[src/sv/rsps_pkg.sv]
// ----------------------------------------------------------------------------
// rsps_pkg
// Shared types and constants for the radio serial packet shifter.
// ----------------------------------------------------------------------------
package rsps_pkg;

    // Field widths fixed by the interface.
    localparam int RSPS_SHIFT_W        = 16;
    localparam int RSPS_CNT_W          = 5;
    localparam int RSPS_ADDR_LEN_W     = 3;
    localparam int RSPS_DEST_W         = 40;
    localparam int RSPS_CHAN_W         = 8;
    localparam int RSPS_CFG_IDX_W      = 2;
    localparam int RSPS_MAX_ADDR_BYTES = 5;

    localparam logic [RSPS_CHAN_W-1:0] RSPS_CHAN_RESET = 8'h64;

    // Configuration register indexes.
    localparam logic [RSPS_CFG_IDX_W-1:0] CFG_ADDR_LEN  = 2'd0;
    localparam logic [RSPS_CFG_IDX_W-1:0] CFG_DEST_ADDR = 2'd1;
    localparam logic [RSPS_CFG_IDX_W-1:0] CFG_CHANNEL   = 2'd2;

    // Request commands.
    typedef enum logic [1:0] {
        CMD_SEND    = 2'd0,
        CMD_RECEIVE = 2'd1,
        CMD_RX_MODE = 2'd2,
        CMD_TX_MODE = 2'd3
    } cmd_t;

    // Control into the shared shift unit.
    typedef struct packed {
        logic                    load;
        logic                    step;
        logic [RSPS_SHIFT_W-1:0] value;
        logic [RSPS_CNT_W-1:0]   nbits;
    } sh_ctrl_t;

    // Status out of the shared shift unit.
    typedef struct packed {
        logic msb;
        logic last_bit;
        logic busy;
    } sh_stat_t;

endpackage

[src/sv/radio_serial_packet_shifter_unit.sv]
// ----------------------------------------------------------------------------
// radio_serial_packet_shifter_unit
// Three-wire radio interface: serializes address and payload bits, shifts in
// received bits, and shifts out the channel byte for mode changes.
// ----------------------------------------------------------------------------
// Sequencing: a send request is loaded into the shared shift register when accepted,
// then shifts out its serial bits (8 or 16 payload bits, plus 8 per address byte on a first
// element); a mode request shifts out the channel byte, and a receive request completes at once.
// The shared shift register sends one bit a cycle while the output register is free; a stall holds it.
// Reset (aresetn low, synchronous) clears the sequencer, the output valid,
// the receive state and the configuration (channel byte back to 0x64).
// ----------------------------------------------------------------------------
module radio_serial_packet_shifter_unit
    import rsps_pkg::*;
#(
    parameter int MAX_ADDR_BYTES = RSPS_MAX_ADDR_BYTES
) (
    input  logic                      aclk,
    input  logic                      aresetn,

    // Request channel.
    input  logic                      s_tvalid,
    output logic                      s_tready,
    // tdata: payload[15:0], wide[16], first[17], rx_bit[18], data_ready[19], zero fill
    input  logic [23:0]               s_tdata,
    // tuser: cmd[1:0]
    input  logic [1:0]                s_tuser,
    // tlast: last_element
    input  logic                      s_tlast,

    // Result channel.
    output logic                      m_tvalid,
    input  logic                      m_tready,
    // tdata: tx_bit[0], chip_enable[1], chip_select[2], rx_word[18:3], zero fill
    output logic [23:0]               m_tdata,
    // tuser: kind
    output logic                      m_tuser,
    // tlast: last
    output logic                      m_tlast,

    // Configuration write channel.
    input  logic                      cfg_valid,
    output logic                      cfg_ready,
    input  logic [RSPS_CFG_IDX_W-1:0] cfg_index,
    input  logic [RSPS_DEST_W-1:0]    cfg_data
);

    // Width of the address byte index; at least one bit.
    localparam int IDX_W = (MAX_ADDR_BYTES > 1) ? $clog2(MAX_ADDR_BYTES) : 1;

    typedef enum logic [1:0] {
        ST_IDLE,
        ST_ADDR,
        ST_DATA
    } state_t;

    // ------------------------------------------------------------------
    // Configuration registers. Writes are always accepted.
    // ------------------------------------------------------------------
    logic [RSPS_ADDR_LEN_W-1:0] addr_len_reg;
    logic [RSPS_DEST_W-1:0]     dest_addr_reg;
    logic [RSPS_CHAN_W-1:0]     chan_reg;

    assign cfg_ready = 1'b1;

    always_ff @(posedge aclk) begin
        if (!aresetn) begin
            addr_len_reg  <= '0;
            dest_addr_reg <= '0;
            chan_reg      <= RSPS_CHAN_RESET;
        end else if (cfg_valid && cfg_ready) begin
            unique case (cfg_index)
                CFG_ADDR_LEN:  addr_len_reg  <= cfg_data[RSPS_ADDR_LEN_W-1:0];
                CFG_DEST_ADDR: dest_addr_reg <= cfg_data;
                CFG_CHANNEL:   chan_reg      <= cfg_data[RSPS_CHAN_W-1:0];
                default: begin
                end
            endcase
        end
    end

    // The address length saturates at the number of address bytes supported.
    logic [RSPS_ADDR_LEN_W-1:0] addr_eff;
    assign addr_eff = (addr_len_reg > RSPS_ADDR_LEN_W'(MAX_ADDR_BYTES))
                    ? RSPS_ADDR_LEN_W'(MAX_ADDR_BYTES) : addr_len_reg;

    // Address viewed as bytes, byte 0 in the low bits and sent first.
    logic [MAX_ADDR_BYTES-1:0][7:0] dest_bytes;
    assign dest_bytes = dest_addr_reg[MAX_ADDR_BYTES*8-1:0];

    // Request fields.
    cmd_t                    in_cmd;
    logic [RSPS_SHIFT_W-1:0] in_payload;
    logic                    in_wide;
    logic                    in_first;
    logic                    in_rx_bit;
    logic                    in_data_ready;

    assign in_cmd        = cmd_t'(s_tuser);
    assign in_payload    = s_tdata[15:0];
    assign in_wide       = s_tdata[16];
    assign in_first      = s_tdata[17];
    assign in_rx_bit     = s_tdata[18];
    assign in_data_ready = s_tdata[19];

    // ------------------------------------------------------------------
    // Shared shift unit.
    // ------------------------------------------------------------------
    sh_ctrl_t sh_ctrl;
    sh_stat_t sh_stat;

    rsps_shift_unit u_shift (
        .aclk    (aclk),
        .aresetn (aresetn),
        .ctrl    (sh_ctrl),
        .stat    (sh_stat)
    );

    // ------------------------------------------------------------------
    // Sequencer, receive state and output register.
    // ------------------------------------------------------------------
    state_t                     state_reg,     state_next;
    logic [RSPS_SHIFT_W-1:0]    payload_reg,   payload_next;
    logic                       wide_reg,      wide_next;
    logic                       last_flag_reg, last_flag_next;
    logic                       ce_reg,        ce_next;
    logic                       cs_reg,        cs_next;
    logic [IDX_W-1:0]           idx_reg,       idx_next;
    logic [RSPS_ADDR_LEN_W-1:0] addr_left_reg, addr_left_next;
    logic [RSPS_SHIFT_W-1:0]    rx_shift_reg,  rx_shift_next;
    logic [RSPS_CNT_W-1:0]      rx_count_reg,  rx_count_next;

    logic                       out_valid_reg, out_valid_next;
    logic                       out_kind_reg,  out_kind_next;
    logic                       out_tx_reg,    out_tx_next;
    logic                       out_ce_reg,    out_ce_next;
    logic                       out_cs_reg,    out_cs_next;
    logic [RSPS_SHIFT_W-1:0]    out_word_reg,  out_word_next;
    logic                       out_last_reg,  out_last_next;

    logic                       out_free;
    logic                       accept;

    // The output register can take a new result when empty or being drained.
    assign out_free = !out_valid_reg || m_tready;
    assign s_tready = (state_reg == ST_IDLE) && out_free;
    assign accept   = s_tvalid && s_tready;

    always_comb begin
        logic [RSPS_SHIFT_W-1:0] rx_shifted;
        logic [RSPS_CNT_W-1:0]   rx_inc;
        logic [RSPS_CNT_W-1:0]   rx_width;
        logic [RSPS_CHAN_W-1:0]  mode_byte;

        state_next     = state_reg;
        payload_next   = payload_reg;
        wide_next      = wide_reg;
        last_flag_next = last_flag_reg;
        ce_next        = ce_reg;
        cs_next        = cs_reg;
        idx_next       = idx_reg;
        addr_left_next = addr_left_reg;
        rx_shift_next  = rx_shift_reg;
        rx_count_next  = rx_count_reg;

        out_valid_next = out_valid_reg && !m_tready;
        out_kind_next  = out_kind_reg;
        out_tx_next    = out_tx_reg;
        out_ce_next    = out_ce_reg;
        out_cs_next    = out_cs_reg;
        out_word_next  = out_word_reg;
        out_last_next  = out_last_reg;

        sh_ctrl        = '0;

        rx_shifted = {rx_shift_reg[RSPS_SHIFT_W-2:0], in_rx_bit};
        rx_inc     = rx_count_reg + RSPS_CNT_W'(1);
        rx_width   = in_wide ? RSPS_CNT_W'(16) : RSPS_CNT_W'(8);
        mode_byte  = (in_cmd == CMD_RX_MODE) ? (chan_reg | 8'h01) : (chan_reg & 8'hFE);

        unique case (state_reg)
            ST_IDLE: begin
                if (accept) begin
                    unique case (in_cmd) inside
                        CMD_SEND: begin
                            payload_next   = in_payload;
                            wide_next      = in_wide;
                            last_flag_next = s_tlast;
                            ce_next        = 1'b1;
                            cs_next        = 1'b0;
                            sh_ctrl.load   = 1'b1;
                            if (in_first && (addr_eff != '0)) begin
                                // Address prefix: byte 0 first.
                                sh_ctrl.value  = {dest_bytes[0], 8'h00};
                                sh_ctrl.nbits  = RSPS_CNT_W'(8);
                                idx_next       = IDX_W'(1);
                                addr_left_next = addr_eff - RSPS_ADDR_LEN_W'(1);
                                state_next     = ST_ADDR;
                            end else begin
                                sh_ctrl.value = in_wide ? in_payload
                                                        : {in_payload[7:0], 8'h00};
                                sh_ctrl.nbits = in_wide ? RSPS_CNT_W'(16)
                                                        : RSPS_CNT_W'(8);
                                state_next    = ST_DATA;
                            end
                        end
                        CMD_RECEIVE: begin
                            if (!in_data_ready) begin
                                // Data-ready dropped: discard the partial element.
                                rx_shift_next = '0;
                                rx_count_next = '0;
                            end else if (rx_inc >= rx_width) begin
                                out_valid_next = 1'b1;
                                out_kind_next  = 1'b1;
                                out_tx_next    = 1'b0;
                                out_ce_next    = 1'b0;
                                out_cs_next    = 1'b0;
                                out_word_next  = in_wide ? rx_shifted
                                                         : {8'h00, rx_shifted[7:0]};
                                out_last_next  = 1'b1;
                                rx_shift_next  = '0;
                                rx_count_next  = '0;
                            end else begin
                                rx_shift_next = rx_shifted;
                                rx_count_next = rx_inc;
                            end
                        end
                        CMD_RX_MODE, CMD_TX_MODE: begin
                            last_flag_next = 1'b1;
                            ce_next        = 1'b0;
                            cs_next        = 1'b1;
                            sh_ctrl.load   = 1'b1;
                            sh_ctrl.value  = {mode_byte, 8'h00};
                            sh_ctrl.nbits  = RSPS_CNT_W'(8);
                            state_next     = ST_DATA;
                        end
                        default: begin
                        end
                    endcase
                end
            end
            ST_ADDR: begin
                if (out_free) begin
                    sh_ctrl.step   = 1'b1;
                    out_valid_next = 1'b1;
                    out_kind_next  = 1'b0;
                    out_tx_next    = sh_stat.msb;
                    out_ce_next    = ce_reg;
                    out_cs_next    = cs_reg;
                    out_word_next  = '0;
                    out_last_next  = 1'b0;
                    if (sh_stat.last_bit) begin
                        sh_ctrl.load = 1'b1;
                        if (addr_left_reg != '0) begin
                            sh_ctrl.value  = {dest_bytes[idx_reg], 8'h00};
                            sh_ctrl.nbits  = RSPS_CNT_W'(8);
                            idx_next       = idx_reg + IDX_W'(1);
                            addr_left_next = addr_left_reg - RSPS_ADDR_LEN_W'(1);
                        end else begin
                            sh_ctrl.value = wide_reg ? payload_reg
                                                     : {payload_reg[7:0], 8'h00};
                            sh_ctrl.nbits = wide_reg ? RSPS_CNT_W'(16)
                                                     : RSPS_CNT_W'(8);
                            state_next    = ST_DATA;
                        end
                    end
                end
            end
            ST_DATA: begin
                if (out_free) begin
                    sh_ctrl.step   = 1'b1;
                    out_valid_next = 1'b1;
                    out_kind_next  = 1'b0;
                    out_tx_next    = sh_stat.msb;
                    out_ce_next    = ce_reg;
                    out_cs_next    = cs_reg;
                    out_word_next  = '0;
                    out_last_next  = last_flag_reg && sh_stat.last_bit;
                    if (sh_stat.last_bit) begin
                        state_next = ST_IDLE;
                    end
                end
            end
            default: begin
                state_next = ST_IDLE;
            end
        endcase
    end

    always_ff @(posedge aclk) begin
        if (!aresetn) begin
            state_reg     <= ST_IDLE;
            out_valid_reg <= 1'b0;
            rx_shift_reg  <= '0;
            rx_count_reg  <= '0;
        end else begin
            state_reg     <= state_next;
            out_valid_reg <= out_valid_next;
            rx_shift_reg  <= rx_shift_next;
            rx_count_reg  <= rx_count_next;
        end
        payload_reg   <= payload_next;
        wide_reg      <= wide_next;
        last_flag_reg <= last_flag_next;
        ce_reg        <= ce_next;
        cs_reg        <= cs_next;
        idx_reg       <= idx_next;
        addr_left_reg <= addr_left_next;
        out_kind_reg  <= out_kind_next;
        out_tx_reg    <= out_tx_next;
        out_ce_reg    <= out_ce_next;
        out_cs_reg    <= out_cs_next;
        out_word_reg  <= out_word_next;
        out_last_reg  <= out_last_next;
    end

    assign m_tvalid = out_valid_reg;
    assign m_tuser  = out_kind_reg;
    assign m_tlast  = out_last_reg;
    assign m_tdata  = {5'b00000, out_word_reg, out_cs_reg, out_ce_reg, out_tx_reg};

    // ------------------------------------------------------------------
    // Assertions.
    // ------------------------------------------------------------------

    // While the sequencer is shifting, the shift unit still holds bits.
    assert property (@(posedge aclk) disable iff (!aresetn)
        (state_reg != ST_IDLE) |-> sh_stat.busy)
        else $error("sequencer active with an empty shift unit");

    // A received element never drives the serial line controls.
    assert property (@(posedge aclk) disable iff (!aresetn)
        (m_tvalid && m_tuser) |-> (m_tlast && (m_tdata[2:0] == 3'b000)))
        else $error("received element carries serial controls");

    // A serial bit drives exactly one of chip enable and chip select.
    assert property (@(posedge aclk) disable iff (!aresetn)
        (m_tvalid && !m_tuser) |-> ((m_tdata[1] != m_tdata[2]) && (m_tdata[18:3] == '0)))
        else $error("serial bit with bad chip controls or nonzero word");

endmodule

[src/sv/rsps_shift_unit.sv]
// ----------------------------------------------------------------------------
// rsps_shift_unit
// Shared MSB-first shift register with a bit counter, reloaded per byte or word.
// ----------------------------------------------------------------------------
module rsps_shift_unit
    import rsps_pkg::*;
(
    input  logic     aclk,
    input  logic     aresetn,
    input  sh_ctrl_t ctrl,
    output sh_stat_t stat
);

    logic [RSPS_SHIFT_W-1:0] sh_reg;
    logic [RSPS_SHIFT_W-1:0] sh_next;
    logic [RSPS_CNT_W-1:0]   cnt_reg;
    logic [RSPS_CNT_W-1:0]   cnt_next;

    // A load wins over a step: the bit shown this cycle is still taken out.
    always_comb begin
        sh_next  = sh_reg;
        cnt_next = cnt_reg;
        if (ctrl.load) begin
            sh_next  = ctrl.value;
            cnt_next = ctrl.nbits;
        end else if (ctrl.step) begin
            sh_next  = {sh_reg[RSPS_SHIFT_W-2:0], 1'b0};
            cnt_next = cnt_reg - RSPS_CNT_W'(1);
        end
    end

    always_ff @(posedge aclk) begin
        if (!aresetn) begin
            cnt_reg <= '0;
        end else begin
            cnt_reg <= cnt_next;
        end
        sh_reg <= sh_next;
    end

    assign stat.msb      = sh_reg[RSPS_SHIFT_W-1];
    assign stat.last_bit = (cnt_reg == RSPS_CNT_W'(1));
    assign stat.busy     = (cnt_reg != '0);

endmodule
[config.mk]
export PLATFORM = sky130hd
export DESIGN_NAME = radio_serial_packet_shifter_unit
export DESIGN_NICKNAME = d
export VERILOG_FILES = /design/src/sv/rsps_pkg.sv /design/src/sv/radio_serial_packet_shifter_unit.sv /design/src/sv/rsps_shift_unit.sv
export SDC_FILE = /design/constraint.sdc
export NUM_CORES = 1
export LEC_CHECK = 0
export BUFFER_PORTS_ARGS = -buffer_cell sky130_fd_sc_hd__buf_2
export CAP_MARGIN = 30
export CORE_MARGIN = 2
export CORE_UTILIZATION = 30
export DETAILED_ROUTE_END_ITERATION = 8
export PLACE_DENSITY = 0.54
export SYNTH_ARGS = -nofsm -noshare
export SYNTH_HDL_FRONTEND = slang
export SYNTH_SLANG_ARGS = --single-unit
[constraint.sdc]
create_clock -name aclk -period 10.34 [get_ports aclk]
set_clock_uncertainty 0.1 [all_clocks]
set_input_delay 2.068 -clock aclk [delete_from_list [all_inputs] [get_ports aclk]]
set_output_delay 2.068 -clock aclk [all_outputs]
set_load 0.01 [all_outputs]
# Yosys cells after proc, flatten, opt, wreduce, memory -nomap -nowiden
# Index checks and enable logic that the tools add are counted.
word_totals:
  out_inout_bits: 29
  regBits: 142
  input_bits: 74
  elab_cells: 169
op_classes:
  n_addsub: 5
  mux: 86
  reduce_logical: 31
  eq_ne: 22
  magnitude_cmp: 3
op_table:
  columns: ["op", "n"]
  rows:
  - ["two-way mux 16 bit", 10]
  - ["two-way mux 21 bit", 4]
  - ["case mux 21 bit (2 select lines)", 2]
  - ["two-way mux 3 bit", 13]
  - ["case mux 16 bit (2 select lines)", 1]
  - ["two-way mux 15 bit", 2]
  - ["two-way mux 5 bit", 6]
  - ["binary-select mux 8 bit (select 3 bit)", 1]
  - ["two-way mux 1 bit", 23]
  - ["two-way mux 23 bit", 1]
  - ["AND reduction 7 bit", 3]
  - ["case mux 1 bit (2 select lines)", 10]
  - ["!= test 2 bit, second input constant", 8]
  - ["two-way mux 2 bit", 7]
  - ["case mux 3 bit (2 select lines)", 2]
  - ["!= test 2 x 1 -> 1 bit, second input constant", 5]
  - ["AND reduction 3 bit", 3]
  - ["nonzero test 3 bit", 3]
  - ["== test 2 bit, second input constant", 4]
  - ["two-way mux 8 bit", 1]
  - ["nonzero test 2 bit", 4]
  - ["== test 2 x 1 -> 1 bit, second input constant", 3]
  - ["zero test 2 bit", 3]
  - ["case mux 2 bit (3 select lines)", 1]
  - ["other kinds (18)", 27]

# Logic depth before layout (Yosys ltp)
# Gate-level depths: netlist of run 1.
logic_depth:
  ltp_word: 9
  mapped_depth: 10

# Modules after synthesis
# Synthesis of run 1 repeated with hierarchy kept, for this count alone.
hier_totals:
  hier_cells: 613
  area_unflattened_um2: 6648.9
by_module_without_submodules:
  columns: ["mod", "area_per_inst_um2", "instances", "cells_each"]
  rows:
  - ["radio_serial_packet_shifter_unit", 5686.7, 1, 544]
  - ["rsps_shift_unit", 962.2, 1, 69]

# Least setup slack after synthesis of run 1
# Ideal clock, no wire load.
synth_timing:
  kind: "input -> register"
  startpoint: "input s_tdata[16]"
  endpoint: "register out_kind_reg, in the netlist m_tuser (enable)"
  arrival_ns: 5.181
  stages: 9
  setup_slack_ns: 4.631
  n_path_buf: 2
  path_cell_list: "clkbuf_1 clkbuf_1 inv_1 ha_1 and3_1 a221o_1 nor2b_1 nand2_1 o31ai_1"
synth_between:
  elab_chain_len: 4
synth_lines:
  columns: ["element", "line", "text"]
  rows:
  - ["start: declaration", "radio_serial_packet_shifter_unit.sv:25", "input logic [23:0] s_tdata,"]
  - ["two-way mux 5 bit", "radio_serial_packet_shifter_unit.sv:178", "rx_width = in_wide ? RSPS_CNT_W'(16) : RSPS_CNT_W'(8);"]
  - [">= comparator 5 bit", "radio_serial_packet_shifter_unit.sv:212", "end else if (rx_inc >= rx_width) begin"]
  - ["!= test 2 x 1 -> 1 bit (no source line)", null, null]
  - ["AND reduction 6 bit (no source line)", null, null]
  - ["end signal: assignment", "radio_serial_packet_shifter_unit.sv:309", "out_kind_reg <= out_kind_next;"]
  - ["end: declaration", "radio_serial_packet_shifter_unit.sv:134", "logic out_kind_reg, out_kind_next;"]
# Every way passes these cells.
# A chain may end at the register's enable or synchronous reset.

# Worst setup path in the final report of run 1
layout_timing:
  startpoint: "input m_tready"
  endpoint: "output s_tready"
layout_between:
  elab_chain_len: 2
layout_lines:
  columns: ["element", "line", "text"]
  rows:
  - ["start: declaration", "radio_serial_packet_shifter_unit.sv:33", "input logic m_tready,"]
  - ["logical OR 1 bit", "radio_serial_packet_shifter_unit.sv:145", "assign out_free = !out_valid_reg || m_tready;"]
  - ["logical AND 1 bit", "radio_serial_packet_shifter_unit.sv:146", "assign s_tready = (state_reg == ST_IDLE) && out_free;"]
  - ["end: declaration", "radio_serial_packet_shifter_unit.sv:23", "output logic s_tready,"]
# Every way passes these cells.

==> impl_metrics.ini, run 1 <==
[routing]
routedWlPerCell_um = 15.4
drt_first_pass_iters = 8
viasPerCell = 4.84
drc_errors = 0
vias = 4795
finalWirelength_mm = 15.3
drt_iter0_markers = 382
ant_nets = 0

[sta]
setup_slack_ns = 5.27
hold_violations = 0
min_period_over_period_pct = 49.1
max_freq_ghz = 0.197
max_slew_margin_pct = 37.6
min_period_ns = 5.07
final-setup-viol-count = 0
tightestPinTransition_ns = 0.936
tns_ns = 0
slew_violations = 0
rsz0062_at_grt = false

[final_layout]
nets = 789
areaGrowthSynthToFinish_pct = 19.7
fill_cells = 2159
drive_above_1_share_pct = 20.3
diodes = 0
largest_reg_flops = 40

[critical_path]
reg2reg_slack_ns = 7.16
cpMostUsedCell = buf_2
startpoint_type = input pin
critPathTopFamily = simple AND/OR/NAND/NOR gates
r2r_start = state_reg[0]
path_cells = buf_2, nor2b_1, nor2_1, buf_2
worstPathArrival_ns = 2.91
ff2ff_path_depth = 5
cpPeakStageDelay_ns = 0.46
critical_path_class = input pin to primary output
end_kind = primary output
regToRegEndpoint = u_shift.sh_reg[14]
crit_required_ns = 8.17
cpMaxStageDelayCell = nor2b_1
cp_max_fo = 6
crit_buf_inv = 2

[die]
start_util_pct = 30.8
die_x_um = 152
die_h_um = 152
rows = 53
pin_count = 103
core_um2 = 21200
die_area_um2 = 23000

[pwr]
p_comb_share_pct = 11.9
p_total_mw = 1.46
p_per_area_nw_per_um2 = 187
sw_frac_of_total_pct = 25.3
p_leak_nw = 3.07
power.switching_uw = 369
clockPowerShare_pct = 43.8
p_int_mw = 1.09
seq_power_share_pct = 44.4
vdd_drop_max_mv = 0.116

[min_path]
holdPathEnd = dest_addr_reg[18]
hold_path_depth = 2
min_path_type = flop to flop
hold_path.startpoint = dest_addr_reg[18]

[clock_network]
post-cts-setup-buffers = 0
cts_root_buf = clkbuf_16
cts_tree = done
hold_buffers = 0
cts_htree_levels = 4
clock_latency_ns = 0.42
cts.repair.resized = 0
clk_path_buf_depth = 2
cts_inserted_buffers = 17
cts.sinks = 141
clkTransAtPathRegs_ns = 0.06

[placed_design]
place.gp.congestion = 0.736
pre_cts_ws_ns = 5.28
io_buffers = 92
hpwlAfterDp_mm = 10.4

[synthesis]
synth_area_per_cell_um2 = 10.4
synth_flop_cell = dfxtp_1
syn_area_um2 = 6530
synth_edf_count = 63
yosys_warnings = 0
ys_types = 56
synthArstFlopShare_pct = 0
syn-instance-count = 630
synth-seq-area-share_pct = 52.9
synth-seq-cells = 141

[status]
status = finished, final reports clean

[flow_run]
maxCapViolations = 0

[global_route]
track_usage_pct = 13.8
gr-total-overflow = 0
grt_pass1_wl_mm = 24.3
grt_antenna_before_repair = 0
grt_pass1_vias = 4660
grt_max_degree = 80
-- per-layer routing --
metal	up-vias	share of wire [%]	global-route usage [%]
met5	-	0	0
met4	0	1.0	3.94
met3	12	5.1	3.32
met2	122	47	22.6
met1	2275	47	18.3
li1	2386	-	-
-- power by group through the flow --
stage	sequential [mW]	combinational (mW)	clock, mW
5_1_grt	0.652	0.195	0.679
6_report	0.648	0.174	0.639
2_1_floorplan	0.658	0.119	0
4_1_cts	0.648	0.175	0.653
3_3_place_gp	0.660	0.171	0
3_5_place_dp	0.660	0.174	0
-- layout by cell type (no fill, tap or decap), types with 16 or more instances in the layout --
cell	netlist	final
a21boi_0	40	40
a21oi_1	16	16
a22oi_1	24	24
buf_2	7	93
clkbuf_16	0	19
dfxtp_1	78	78
edfxtp_1	63	63
mux2i_1	44	44
nand2_1	116	116
nor2_1	22	22
nor2b_1	40	40
-- worst register-to-register path, cell delays in order (launching register included) --
cell      delay [ns]
dfxtp_1         0.38
inv_1           0.08
ha_1            0.62
inv_1           0.16
nor3_1          0.64
nand2b_1        0.81
-- logic make-up (layout without fill, tap and decap cells) --
family          Yosys count  after routing  share of synthesized area (%)
simple gates            229            229                           17.2
flops                   141            141                           52.9
compound gates          131            131                           15.1
buf+inv                  63            145                           4.56
mux                      44             44                           6.75
fa+ha+maj                12             12                           2.30
xor+xnor                  8              8                           1.07
other cells               2              6                          0.115
-- how the worst max path moves through the flow --
| stage | from | endpoint | cells past startpoint |
|---|---|---|---|
| detailed placement | m_tready | s_tready | 4 |
| CTS | m_tready | s_tready | 4 |
| global placement | m_tready | s_tready | 4 |
| global route | m_tready | s_tready | 4 |
| finish | m_tready | s_tready | 4 |
| floorplan | s_tdata[16] | m_tuser | 9 |
-- layout make-up --
type	count	area [um2]	area share, %
Multi-Input combinational cell	430	2800	35.9
Tap cell	275	344	4.40
Clock inverter	11	128	1.63
Sequential cell	141	3450	44.2
Timing Repair Buffer	101	549	7.03
Clock buffer	21	494	6.32
Inverter	12	45.0	0.576
-- stage by stage --
| stage | cell area [um2] | instances | utilization (%) | hold slack [ns] |
|---|---|---|---|---|
| floorplan | 6540 | 634 | - | 0.343 |
| CTS | 7790 | 990 | 36.7 | 0.368 |
| global route | 7820 | 991 | 36.8 | 0.386 |
| finish | 7820 | 991 | 36.8 | 0.365 |
| global placement | 7150 | 956 | 33.7 | 0.354 |
| detailed placement | 7170 | 958 | 33.8 | 0.359 |
-- synthesized netlist by cell type, types with 3 or more instances --
cell	number	area (um2)
a221o_1	3	30.0
a211oi_1	10	75.1
nand3_1	12	60.1
a22oi_1	24	180
ha_1	12	150
a211o_1	7	61.3
nor2b_1	40	250
nand2b_1	3	18.8
buf_1	3	11.3
and3_1	10	62.6
nand2_1	116	435
and2_1	4	25.0
edfxtp_1	63	1890
inv_1	12	45.0
buf_4	10	75.1
xnor2_1	5	43.8
dfxtp_1	78	1560
xor2_1	3	26.3
o22ai_1	8	50.1
buf_2	7	35.0
a21oi_1	16	80.1
o21ai_0	3	15.0
mux2i_1	44	440
nor2_1	22	82.6
a21boi_0	40	300
clkbuf_1	29	109
nor3_1	3	15.0
a222oi_1	7	70.1
Power figures use the tool's default switching activity.
==> run 2, diff against run 1 <==
--- a/config.mk
+++ b/config.mk
@@ -10,7 +10,7 @@
 export CORE_MARGIN = 2
 export CORE_UTILIZATION = 30
 export DETAILED_ROUTE_END_ITERATION = 8
-export PLACE_DENSITY = 0.54
+export PLACE_DENSITY = 0.55
 export SYNTH_ARGS = -nofsm -noshare
 export SYNTH_HDL_FRONTEND = slang
 export SYNTH_SLANG_ARGS = --single-unit
==> constraint.sdc (replaced) <==
create_clock -name aclk -period 4.35 [get_ports aclk]
set_clock_uncertainty 0.1 [all_clocks]
set_input_delay 0.87 -clock aclk [delete_from_list [all_inputs] [get_ports aclk]]
set_output_delay 0.87 -clock aclk [all_outputs]
set_load 0.01 [all_outputs]
==> impl_metrics.ini, run 2 (synthesis gave the netlist of run 1 again) <==
[status]
status = finished, final reports clean

[sta]
final-setup-viol-count = 0
tightestPinTransition_ns = 0.984
min_period_over_period_pct = 68.1
max_freq_ghz = 0.338
min_period_ns = 2.96
slew_violations = 0
holdWs_ns = 0.362
rsz0062_at_grt = false
hold_violations = 0
tns_ns = 0
max_slew_margin_pct = 34.4

[routing]
finalWirelength_mm = 15.7
routedWlPerCell_um = 15.9
ant_nets = 0
drt_first_pass_iters = 7
drt_iter0_markers = 353
vias = 4740
drc_errors = 0
viasPerCell = 4.77

[final_layout]
final_common_cell = nand2_1
largest_reg_flops = 40
final_util_pct = 36.7
seqCellArea_um2 = 3450
final_cell_mix = nand2_1, buf_2, dfxtp_1, edfxtp_1, mux2i_1
nets = 791
fill_cells = 2144
diodes = 0
multi_input_area_um2 = 2810
areaGrowthSynthToFinish_pct = 19.3
drive_above_1_share_pct = 20.3

[pwr]
p_total_mw = 3.34
vdd_drop_max_mv = 0.263
p_leak_nw = 3.06
p_per_area_nw_per_um2 = 429

[critical_path]
crit_start = state_reg[0]
crit_buf_inv = 3
r2r_start = state_reg[0]
critPathTopFamily = simple AND/OR/NAND/NOR gates
end_kind = flop
cpPeakStageDelay_ns = 0.65
worstPathArrival_ns = 2.98
cp_max_fo = 15
critical_path_class = flop to flop
cpMostUsedCell = inv_1
cpMaxStageDelayCell = nor3_1
path_cells = inv_1, ha_1, inv_1, nor3_1, nand2b_1, buf_4
startpoint_type = flop
crit_required_ns = 4.37

[clock_network]
cts_inserted_buffers = 17
cts_root_buf = clkbuf_16
hold_buffers = 0
clk_path_buf_depth = 2
cts.repair.resized = 0
cts_tree = done
clkTransAtPathRegs_ns = 0.06
post-cts-setup-buffers = 0
cts.sinks = 141
clock_latency_ns = 0.42
cts_htree_levels = 4

[global_route]
track_usage_pct = 14.3
gr-total-overflow = 0
grt_antenna_before_repair = 0
grt_pass1_vias = 4561
grt_pass1_wl_mm = 25.0
grt_max_degree = 56

[die]
rows = 53
pin_count = 103
die_h_um = 152
start_util_pct = 30.8
die_x_um = 152
core_um2 = 21200
die_area_um2 = 23000

[min_path]
hold_path.startpoint = dest_addr_reg[24]
min_path_type = flop to flop

[placed_design]
io_buffers = 92
place.gp.congestion = 0.795
hpwlAfterDp_mm = 11.2

[flow_run]
maxCapViolations = 0
## run 2: cell types whose count changed in the layout (fill, tap and decap cells not counted), moves of 2 or more
cell,delta
buf_4,+4
clkbuf_8,+2
clkinv_2,-2
inv_4,+4
bufinv_16,-2
## run 2: worst paths after layout
path | slack [ns] | end | depth (start not counted)
min | 0.36 | dest_addr_reg[24] | 2
max | 1.39 | u_shift.sh_reg[0] | 6
min reg2reg | 0.36 | dest_addr_reg[24] | 2
max reg2reg | 1.39 | u_shift.sh_reg[0] | 6
## run 2: power breakdown
| part | switching (mW) | internal (mW) | leakage [nW] | total, mW |
|---|---|---|---|---|
| clock | 0.564 | 0.816 | 0.290 | 1.38 |
| sequential | 0.0438 | 1.50 | 1.22 | 1.54 |
| combinational | 0.255 | 0.164 | 1.55 | 0.419 |
| total | 0.862 | 2.48 | 3.06 | 3.34 |
## run 2: through the flow
stage / cell area, um2 / cells / setup WS, ns
final: 7790 / 993 / 1.39
after global routing: 7790 / 993 / 1.10
after CTS: 7790 / 993 / 1.33
after detailed placement: 7220 / 961 / 1.14
after global placement: 7190 / 960 / 1.12
after floorplan: 6550 / 634 / 0.454
## run 2: worst register-to-register path, cell delays in order, from the launching register on
cell and delay [ns]:
dfxtp_1 0.38, inv_1 0.08, ha_1 0.60, inv_1 0.16, nor3_1 0.65, nand2b_1 0.43, buf_4 0.27
## run 2: final cells by class
class / instances / area share (%)
sequential: 141 / 44.4
multi-input combinational: 430 / 36.1
timing repair buffer: 103 / 7.23
clock buffer: 22 / 6.36
tap: 275 / 4.42
clock inverter: 10 / 0.948
inverter: 12 / 0.578
## run 2: layer usage
layer / vias up / global-route usage (%) / share of wire [%]
li1: 2388 / - / -
met1: 2219 / 20.3 / 50
met2: 118 / 21.4 / 44
met3: 15 / 3.86 / 5.3
met4: 0 / 4.03 / 1.2
met5: - / 0 / 0
